**src/tbss_pkg.sv**
```systemverilog
package tbss_pkg;

  localparam int TIME_W  = 64;
  localparam int FRAME_W = 32;
  localparam int DELAY_W = 25;
  localparam int CFG_W   = 5;
  localparam int ACT_W   = 2;

  localparam int IN_TDATA_W  = 152;
  localparam int IN_TUSER_W  = 2;
  localparam int OUT_TDATA_W = 128;
  localparam int OUT_TUSER_W = 3;

  // frame layout in ms
  localparam int MS_NS            = 1_000_000;
  localparam int BEACON_WINDOW_MS = 20;
  localparam int GUARD1_MS        = 4;
  localparam int SLOT_MS          = 4;
  localparam int HALF_SLOT_MS     = 2;
  localparam int GUARD2_MS        = 12;

  localparam logic [DELAY_W-1:0] MAX_DELAY_NS = DELAY_W'(BEACON_WINDOW_MS * MS_NS);

  localparam int MID_W = 32;

  localparam logic [ACT_W-1:0] ACT_NONE   = 2'd0;
  localparam logic [ACT_W-1:0] ACT_BEACON = 2'd1;
  localparam logic [ACT_W-1:0] ACT_SLOT   = 2'd2;

  typedef struct packed {
    logic               func;
    logic [TIME_W-1:0]  now_ns;
    logic               beacon_ok;
    logic [FRAME_W-1:0] rx_frame;
    logic [DELAY_W-1:0] rx_delay_ns;
    logic [DELAY_W-1:0] random_delay_ns;
  } item_t;

  typedef struct packed {
    logic [ACT_W-1:0]   action;
    logic               timer_armed;
    logic [TIME_W-1:0]  deadline_ns;
    logic [FRAME_W-1:0] tx_frame;
    logic [DELAY_W-1:0] tx_delay_ns;
  } res_t;

endpackage

```
**src/tdma_beacon_slot_scheduler.sv**
```systemverilog
// slot scheduler for a beacon-synchronised tdma station: each input transaction
// is a timer expiry (tuser bit 0 low) or a received message (tuser bit 0 high,
// bit 1 marks a good beacon); each one yields exactly one output transaction
// with the action to take (none, send beacon, send own slot message) and, when
// armed, the next absolute timer deadline in ns. frames are
// 36 + 4*SLOT_COUNT ms long: 20 ms beacon window, 4 ms guard, SLOT_COUNT slots
// of 4 ms, 12 ms guard; the own slot fires in the middle of its slot. delays
// above 20 ms are saturated, slot_index 0 acts as slot 1 and values above
// SLOT_COUNT as the last slot. the first timer after start-up is armed by the
// host. a transaction passes the input register, then one pass through the
// scheduling logic into the result register, and a new one is taken every cycle
// while the output is not stalled; the scheduling pass, with its single constant
// multiply of the frame counter, sets the clock limit. the host must make cfg
// writes only while the block is idle; the block itself does not enforce this
module tdma_beacon_slot_scheduler #(
  parameter int SLOT_COUNT = 16
) (
  input  logic                             clk,
  input  logic                             rst_n,
  // slot index configuration
  input  logic                             cfg_valid,
  output logic                             cfg_ready,
  input  logic [tbss_pkg::CFG_W-1:0]       cfg_data,     // slot_index
  // event input
  input  logic                             in_tvalid,
  output logic                             in_tready,
  // now_ns[63:0], rx_frame[95:64], rx_delay_ns[120:96],
  // random_delay_ns[145:121], zero pad above
  input  logic [tbss_pkg::IN_TDATA_W-1:0]  in_tdata,
  // func[0], beacon_ok[1]
  input  logic [tbss_pkg::IN_TUSER_W-1:0]  in_tuser,
  // scheduling result
  output logic                             out_tvalid,
  input  logic                             out_tready,
  // deadline_ns[63:0], tx_frame[95:64], tx_delay_ns[120:96], zero pad above
  output logic [tbss_pkg::OUT_TDATA_W-1:0] out_tdata,
  // action[1:0], timer_armed[2]
  output logic [tbss_pkg::OUT_TUSER_W-1:0] out_tuser
);
  import tbss_pkg::*;

  localparam int MID_BASE_NS = (BEACON_WINDOW_MS + GUARD1_MS - HALF_SLOT_MS) * MS_NS;
  localparam int SLOT_NS     = SLOT_MS * MS_NS;
  localparam int SLOT_SEL_W  = $clog2(SLOT_COUNT + 1) + 1;

  logic [MID_W-1:0]      mid_r, mid_nxt;
  logic [SLOT_SEL_W-1:0] slot_sel;
  logic                  item_valid;
  logic                  item_ready;
  item_t                 item;
  res_t                  res;

  // own slot mid-point offset from frame start, worked out once per cfg write
  always_comb begin
    if (cfg_data == '0) begin
      slot_sel = SLOT_SEL_W'(1);
    end else if (SLOT_SEL_W'(cfg_data) > SLOT_SEL_W'(SLOT_COUNT)) begin
      slot_sel = SLOT_SEL_W'(SLOT_COUNT);
    end else begin
      slot_sel = SLOT_SEL_W'(cfg_data);
    end
    mid_nxt = MID_W'(MID_BASE_NS) + MID_W'(slot_sel) * MID_W'(SLOT_NS);
  end

  assign cfg_ready = 1'b1;

  // reset value is slot 1
  always_ff @(posedge clk) begin
    if (!rst_n) begin
      mid_r <= MID_W'(MID_BASE_NS + SLOT_NS);
    end else if (cfg_valid && cfg_ready) begin
      mid_r <= mid_nxt;
    end
  end

  tbss_in_reg u_in_reg (
    .clk       (clk),
    .rst_n     (rst_n),
    .in_tvalid (in_tvalid),
    .in_tready (in_tready),
    .in_tdata  (in_tdata),
    .in_tuser  (in_tuser),
    .m_valid   (item_valid),
    .m_ready   (item_ready),
    .m_item    (item)
  );

  tbss_engine #(
    .SLOT_COUNT (SLOT_COUNT)
  ) u_engine (
    .clk     (clk),
    .rst_n   (rst_n),
    .s_valid (item_valid),
    .s_ready (item_ready),
    .s_item  (item),
    .mid_ns  (mid_r),
    .m_valid (out_tvalid),
    .m_ready (out_tready),
    .m_res   (res)
  );

  // result packing, zero pad on top
  assign out_tdata = {7'd0, res.tx_delay_ns, res.tx_frame, res.deadline_ns};
  assign out_tuser = {res.timer_armed, res.action};

endmodule

```
**src/tbss_in_reg.sv**
```systemverilog
module tbss_in_reg (
  input  logic                             clk,
  input  logic                             rst_n,
  input  logic                             in_tvalid,
  output logic                             in_tready,
  input  logic [tbss_pkg::IN_TDATA_W-1:0]  in_tdata,
  input  logic [tbss_pkg::IN_TUSER_W-1:0]  in_tuser,
  output logic                             m_valid,
  input  logic                             m_ready,
  output tbss_pkg::item_t                  m_item
);
  import tbss_pkg::*;

  logic  vld_r;
  item_t item_r;
  item_t item_nxt;

  function automatic logic [DELAY_W-1:0] sat_delay(input logic [DELAY_W-1:0] d);
    return (d > MAX_DELAY_NS) ? MAX_DELAY_NS : d;
  endfunction

  assign in_tready = !vld_r || m_ready;

  always_comb begin
    item_nxt.func            = in_tuser[0];
    item_nxt.beacon_ok       = in_tuser[1];
    item_nxt.now_ns          = in_tdata[63:0];
    item_nxt.rx_frame        = in_tdata[95:64];
    item_nxt.rx_delay_ns     = sat_delay(in_tdata[120:96]);
    item_nxt.random_delay_ns = sat_delay(in_tdata[145:121]);
  end

  always_ff @(posedge clk) begin
    if (!rst_n) begin
      vld_r <= 1'b0;
    end else if (in_tready) begin
      vld_r <= in_tvalid;
    end
  end

  always_ff @(posedge clk) begin
    if (in_tvalid && in_tready) begin
      item_r <= item_nxt;
    end
  end

  assign m_valid = vld_r;
  assign m_item  = item_r;

endmodule

```
**src/tbss_engine.sv**
```systemverilog
module tbss_engine #(
  parameter int SLOT_COUNT = 16
) (
  input  logic                         clk,
  input  logic                         rst_n,
  input  logic                         s_valid,
  output logic                         s_ready,
  input  tbss_pkg::item_t              s_item,
  input  logic [tbss_pkg::MID_W-1:0]   mid_ns,
  output logic                         m_valid,
  input  logic                         m_ready,
  output tbss_pkg::res_t               m_res
);
  import tbss_pkg::*;

  typedef enum logic [1:0] {PH_INIT, PH_WAIT_BEACON, PH_WAIT_SLOT} phase_t;

  localparam int FRAME_MS   = BEACON_WINDOW_MS + GUARD1_MS + SLOT_COUNT * SLOT_MS + GUARD2_MS;
  localparam int FRAME_NS_W = $clog2(FRAME_MS * MS_NS + 1);
  localparam logic [FRAME_NS_W-1:0] FRAME_NS_K = FRAME_NS_W'(FRAME_MS * MS_NS);

  phase_t             phase_r, phase_nxt;
  logic [TIME_W-1:0]  frame_start_r, frame_start_nxt;
  logic [TIME_W-1:0]  time_offset_r, time_offset_nxt;
  logic [FRAME_W-1:0] frame_count_r, frame_count_nxt;
  logic [DELAY_W-1:0] beacon_delay_r, beacon_delay_nxt;
  logic               out_valid_r;
  res_t               res_r, res_nxt;

  logic               timer;
  logic               advance;
  logic [FRAME_W-1:0] fc_inc;
  logic [FRAME_W-1:0] fc_mul;
  logic [TIME_W-1:0]  prod;
  logic [TIME_W-1:0]  cand;
  logic [TIME_W-1:0]  init_fs;
  logic [TIME_W-1:0]  keep_fs;
  logic [TIME_W-1:0]  keep_dl;
  logic [TIME_W-1:0]  new_dl;
  logic               take_new;

  assign s_ready = !out_valid_r || m_ready;
  assign advance = s_valid && s_ready;

  always_comb begin
    timer   = !s_item.func;
    fc_inc  = frame_count_r + 32'd1;
    // one constant multiplier serves both the own-beacon and the adopt path
    fc_mul  = (phase_r == PH_WAIT_BEACON && timer) ? fc_inc : s_item.rx_frame;
    prod    = 64'(fc_mul) * 64'(FRAME_NS_K);
    // frame start from the beacon itself; the offset it implies is cand
    init_fs  = s_item.now_ns - 64'(s_item.rx_delay_ns);
    cand     = init_fs - prod;
    keep_fs  = prod + time_offset_r;
    take_new = cand < time_offset_r;
    // both deadline candidates in parallel, the offset compare only selects
    keep_dl  = keep_fs + 64'(mid_ns);
    new_dl   = init_fs + 64'(mid_ns);

    phase_nxt        = phase_r;
    frame_start_nxt  = frame_start_r;
    time_offset_nxt  = time_offset_r;
    frame_count_nxt  = frame_count_r;
    beacon_delay_nxt = beacon_delay_r;
    res_nxt          = '0;
    res_nxt.action   = ACT_NONE;

    unique case (phase_r)
      PH_WAIT_SLOT: begin
        if (timer) begin
          res_nxt.action      = ACT_SLOT;
          beacon_delay_nxt    = s_item.random_delay_ns;
          res_nxt.deadline_ns = frame_start_r + 64'(FRAME_NS_K)
                                + 64'(s_item.random_delay_ns);
          res_nxt.timer_armed = 1'b1;
          phase_nxt           = PH_WAIT_BEACON;
        end
      end
      PH_WAIT_BEACON: begin
        if (timer) begin
          frame_count_nxt     = fc_inc;
          res_nxt.action      = ACT_BEACON;
          res_nxt.tx_frame    = fc_inc;
          res_nxt.tx_delay_ns = beacon_delay_r;
          frame_start_nxt     = keep_fs;
          res_nxt.deadline_ns = keep_dl;
          res_nxt.timer_armed = 1'b1;
          phase_nxt           = PH_WAIT_SLOT;
        end else if (s_item.beacon_ok) begin
          frame_count_nxt     = s_item.rx_frame;
          beacon_delay_nxt    = s_item.rx_delay_ns;
          time_offset_nxt     = take_new ? cand : time_offset_r;
          frame_start_nxt     = take_new ? init_fs : keep_fs;
          res_nxt.deadline_ns = take_new ? new_dl : keep_dl;
          res_nxt.timer_armed = 1'b1;
          phase_nxt           = PH_WAIT_SLOT;
        end
      end
      default: begin
        if (timer) begin
          frame_start_nxt     = s_item.now_ns;
          time_offset_nxt     = s_item.now_ns;
          res_nxt.deadline_ns = s_item.now_ns + 64'(mid_ns);
          res_nxt.timer_armed = 1'b1;
          phase_nxt           = PH_WAIT_SLOT;
        end else if (s_item.beacon_ok) begin
          frame_count_nxt     = s_item.rx_frame;
          beacon_delay_nxt    = s_item.rx_delay_ns;
          frame_start_nxt     = init_fs;
          time_offset_nxt     = cand;
          res_nxt.deadline_ns = new_dl;
          res_nxt.timer_armed = 1'b1;
          phase_nxt           = PH_WAIT_SLOT;
        end
      end
    endcase
  end

  always_ff @(posedge clk) begin
    if (!rst_n) begin
      phase_r        <= PH_INIT;
      frame_start_r  <= '0;
      time_offset_r  <= '0;
      frame_count_r  <= '0;
      beacon_delay_r <= '0;
      out_valid_r    <= 1'b0;
    end else begin
      if (advance) begin
        phase_r        <= phase_nxt;
        frame_start_r  <= frame_start_nxt;
        time_offset_r  <= time_offset_nxt;
        frame_count_r  <= frame_count_nxt;
        beacon_delay_r <= beacon_delay_nxt;
        res_r          <= res_nxt;
        out_valid_r    <= 1'b1;
      end else if (m_ready) begin
        out_valid_r    <= 1'b0;
      end
    end
  end

  assign m_valid = out_valid_r;
  assign m_res   = res_r;

endmodule

```
**config.mk**
```make
export PLATFORM = sky130hd
export DESIGN_NAME = tdma_beacon_slot_scheduler
export DESIGN_NICKNAME = d
export VERILOG_FILES = /design/src/tbss_pkg.sv /design/src/tdma_beacon_slot_scheduler.sv /design/src/tbss_in_reg.sv /design/src/tbss_engine.sv
export SDC_FILE = /design/constraint.sdc
export NUM_CORES = 2
export LEC_CHECK = 0
export ABC_CLOCK_PERIOD_IN_PS = 17520
export BUFFER_PORTS_ARGS = -buffer_cell sky130_fd_sc_hd__clkbuf_2
export CAP_MARGIN = 20
export CORE_ASPECT_RATIO = 1.2
export CORE_MARGIN = 4
export CORE_UTILIZATION = 50
export CTS_CLUSTER_DIAMETER = 120
export DETAILED_ROUTE_END_ITERATION = 12
export PLACE_DENSITY = 0.75
export SYNTH_ARGS = -nofsm -noshare
export SYNTH_HDL_FRONTEND = slang
export SYNTH_SLANG_ARGS = --single-unit
```
**constraint.sdc**
```tcl
create_clock -name clk -period 17.52 [get_ports clk]
set_clock_uncertainty 0.2 [all_clocks]
set_input_delay 0.876 -clock clk [delete_from_list [all_inputs] [get_ports clk]]
set_output_delay 0.876 -clock clk [all_outputs]
set_load 0.01 [all_outputs]
```
==> impl_metrics.json <==
{
  "hpwl_um": 153000,
  "cts_tree": "done",
  "hold_depth": 1,
  "path_max_fanout": 13,
  "slew_viol_final": 0,
  "cts-root-buf": "clkbuf_16",
  "viasPerCell": 6.21,
  "startpoint_type": "flip-flop",
  "synth_edf_count": 272,
  "cpMaxStageDelayCell": "a21oi_1",
  "num_rows": 129,
  "initial_core_util_pct": 50.5,
  "coreArea_um2": 103000,
  "setup_viol": 0,
  "cts_hold_buffers": 0,
  "min_period_ps": 15700,
  "cts_buffers": 53,
  "worstSkewPairLatency_ps": 670,
  "cts_resized": 0,
  "regArea_um2": 12400,
  "syn_to_final_growth_pct": 8.64,
  "wirelength_um": 189000,
  "cts_setup_buffers": 0,
  "crit_type": "reg -> reg",
  "startpoint": "u_engine.frame_count_r[3]",
  "cp-end-kind": "flip-flop",
  "grt_max_degree": 81,
  "vias": 48113,
  "gp_congestion": 1.03,
  "r2r_start": "u_engine.frame_count_r[3]",
  "yosys.area.top_type": "edfxtp_1",
  "fill_cells": 9611,
  "grt_usage_pct": 33.6,
  "yosys-top-cells-area": "edfxtp_1 16%, ha_1 12%, fa_1 10%, dfxtp_1 8.0%, xnor2_1 5.0%",
  "routedWlPerCell_um": 24.4,
  "grt_pass1_vias": 46293,
  "cts_sinks": 482,
  "yosysSeqAreaShare_pct": 23.7,
  "diodes": 0,
  "rsz0062_at_grt": "false",
  "cts.clk_slew.worst_paths_ps": 60,
  "avgSynthCellArea_um2": 8.44,
  "postSynthCellCount": 6196,
  "pin_count": 298,
  "cp.arrival_ps": 16030,
  "antenna_found_initial": 3,
  "grt_pass1_wl_um": 280000,
  "die_x_um": 303,
  "status": "finished clean",
  "dieArea_um2": 110000,
  "drive_above_1_share_pct": 8.55,
  "required_ps": 17860,
  "synth_seq_cells": 482,
  "ys_types": 106,
  "netlist.area_leader.share_pct": 15.6,
  "yosys_warnings": 0,
  "syn_area_um2": 52300,
  "h-tree-depth": 2,
  "synth-main-ff-cell": "edfxtp_1",
  "tightest_slew_ps": 1130,
  "drt_iter0_drc": 4977,
  "holdCritStartpoint": "in_tdata[63]",
  "die_h_um": 362,
  "finalSetupTns_ps": 0,
  "cp_slowest_stage_delay_ps": 810,
  "dr.pass1.iters": 8,
  "overflow": 0,
  "multi_input_area_um2": 36400,
  "slew_headroom_pct": 24.3,
  "hold_viol": 0,
  "hold_path_class": "in -> reg",
  "drtAntennaViolNets": 0,
  "route.detailed.drc": 0,
  "async_flop_share_pct": 0,
  "fmax_ghz": 0.0637,
  "period_share_pct": 89.6,
  "cts_buffer_depth": 3,
  "port-buffer-count": 283,
  "max-cap-violations": 0,
  "worstRegToRegCells": 50,
  "nets": 7282
}
==> critical path, delay by kind of cell (launching register included) <==
kind                     cells  cell delay [ps]
AO/OA/AOI/OAI               14             4250
XOR/XNOR                     3              590
adder cells (fa/ha/maj)      9             4110
buffers and inverters        4              570
flip-flops                   1              520
AND/OR/NAND/NOR             20             5300
==> flip-flops by register name, indices dropped and copies added (netlist names) <==
register,count
mid_r,21
u_engine.beacon_delay_r,25
u_engine.frame_count_r,32
u_engine.frame_start_r,64
u_engine.m_res,124
u_engine.m_valid,1
u_engine.phase_r,2
u_engine.time_offset_r,64
u_in_reg.m_item,148
u_in_reg.m_valid,1
==> per-layer routing <==
metal  vias to the layer above  part of all wire [%]  global-route usage [%]
met5                         -                 0.010                       0
met4                         2                   7.9                    21.7
met3                       611                   8.3                    5.44
met2                      2422                    46                    54.4
met1                     22906                    38                    41.4
li1                      22172                     -                       -
==> synthesized netlist by cell type, types with 66 or more instances <==
cell      count
clkbuf_1    243
o21ai_0     287
xor2_1      199
and2_1       96
nand4_1      89
edfxtp_1    272
ha_1        518
nor2_1      462
a211oi_1     66
a31oi_1      82
nand3_1     143
a21oi_1     442
dfxtp_1     210
nand2_1     503
a221oi_1     71
xnor2_1     298
nor3_1      103
inv_1       684
fa_1        268
a21o_1      203
==> through the flow <==
stage	setup slack (ps)	instances	hold WS, ps	util [%]	area [um2]
after global routing	1070	7751	163	54.9	56800
after detailed placement	2160	7651	256	53.2	55000
after global placement	2030	7649	250	53.1	55000
after CTS	2110	7750	142	54.9	56800
final	1820	7751	180	54.9	56800
after floorplan	4670	6203	236	-	52300
==> layout by cell type (no fill, tap or decap), types with 31 or more instances in the layout <==
cell / netlist / routed
nor3_1: 103 / 102
nand3_1: 143 / 142
inv_1: 684 / 683
a211oi_1: 66 / 65
fa_1: 268 / 268
a21oi_1: 442 / 441
mux2i_1: 43 / 43
clkbuf_2: 0 / 283
o21ai_0: 287 / 285
xor2_1: 199 / 199
o211ai_1: 64 / 64
dfxtp_1: 210 / 210
and2_1: 96 / 94
ha_1: 518 / 516
and3_1: 52 / 52
clkbuf_16: 0 / 53
o21a_1: 52 / 52
edfxtp_1: 272 / 272
nand2b_1: 54 / 53
nor2_1: 462 / 456
o221ai_1: 31 / 31
xnor2_1: 298 / 298
or3_1: 46 / 46
a31oi_1: 82 / 82
a21o_1: 203 / 203
nand4_1: 89 / 89
a221oi_1: 71 / 71
o22ai_1: 50 / 50
nand2_1: 503 / 501
nor2b_1: 53 / 52
buf_4: 8 / 64
o21bai_1: 52 / 52
==> worst paths after layout <==
check,to,slack (ps)
worst max-delay path,u_engine.frame_start_r[52],1820
worst min-delay path,u_in_reg.m_item[146],180
worst max register to register,u_engine.frame_start_r[52],1820
worst min register to register,u_engine.frame_start_r[2],270
==> kinds of logic after synthesis <==
group / synth area share, %
xor gates and xnor gates: 8.42
and+or+nand+nor: 16.1
AOI/OAI and AO/OA: 20.9
DFF: 23.7
other: 0.0144
muxes: 1.04
buffers and inverters: 7.03
adders and majority gates: 22.8
==> layout make-up <==
type	instances	area share (%)
clock buffer	71	2.61
timing repair buffer	352	3.48
tap	1375	3.03
multi-input combinational	4754	64.0
clock inverter	28	0.507
sequential	482	21.8
inverter	689	4.56
Power is left out: the tool's default activity adds up to more than one toggle a clock period on the data nets, which glitch-free logic cannot reach.
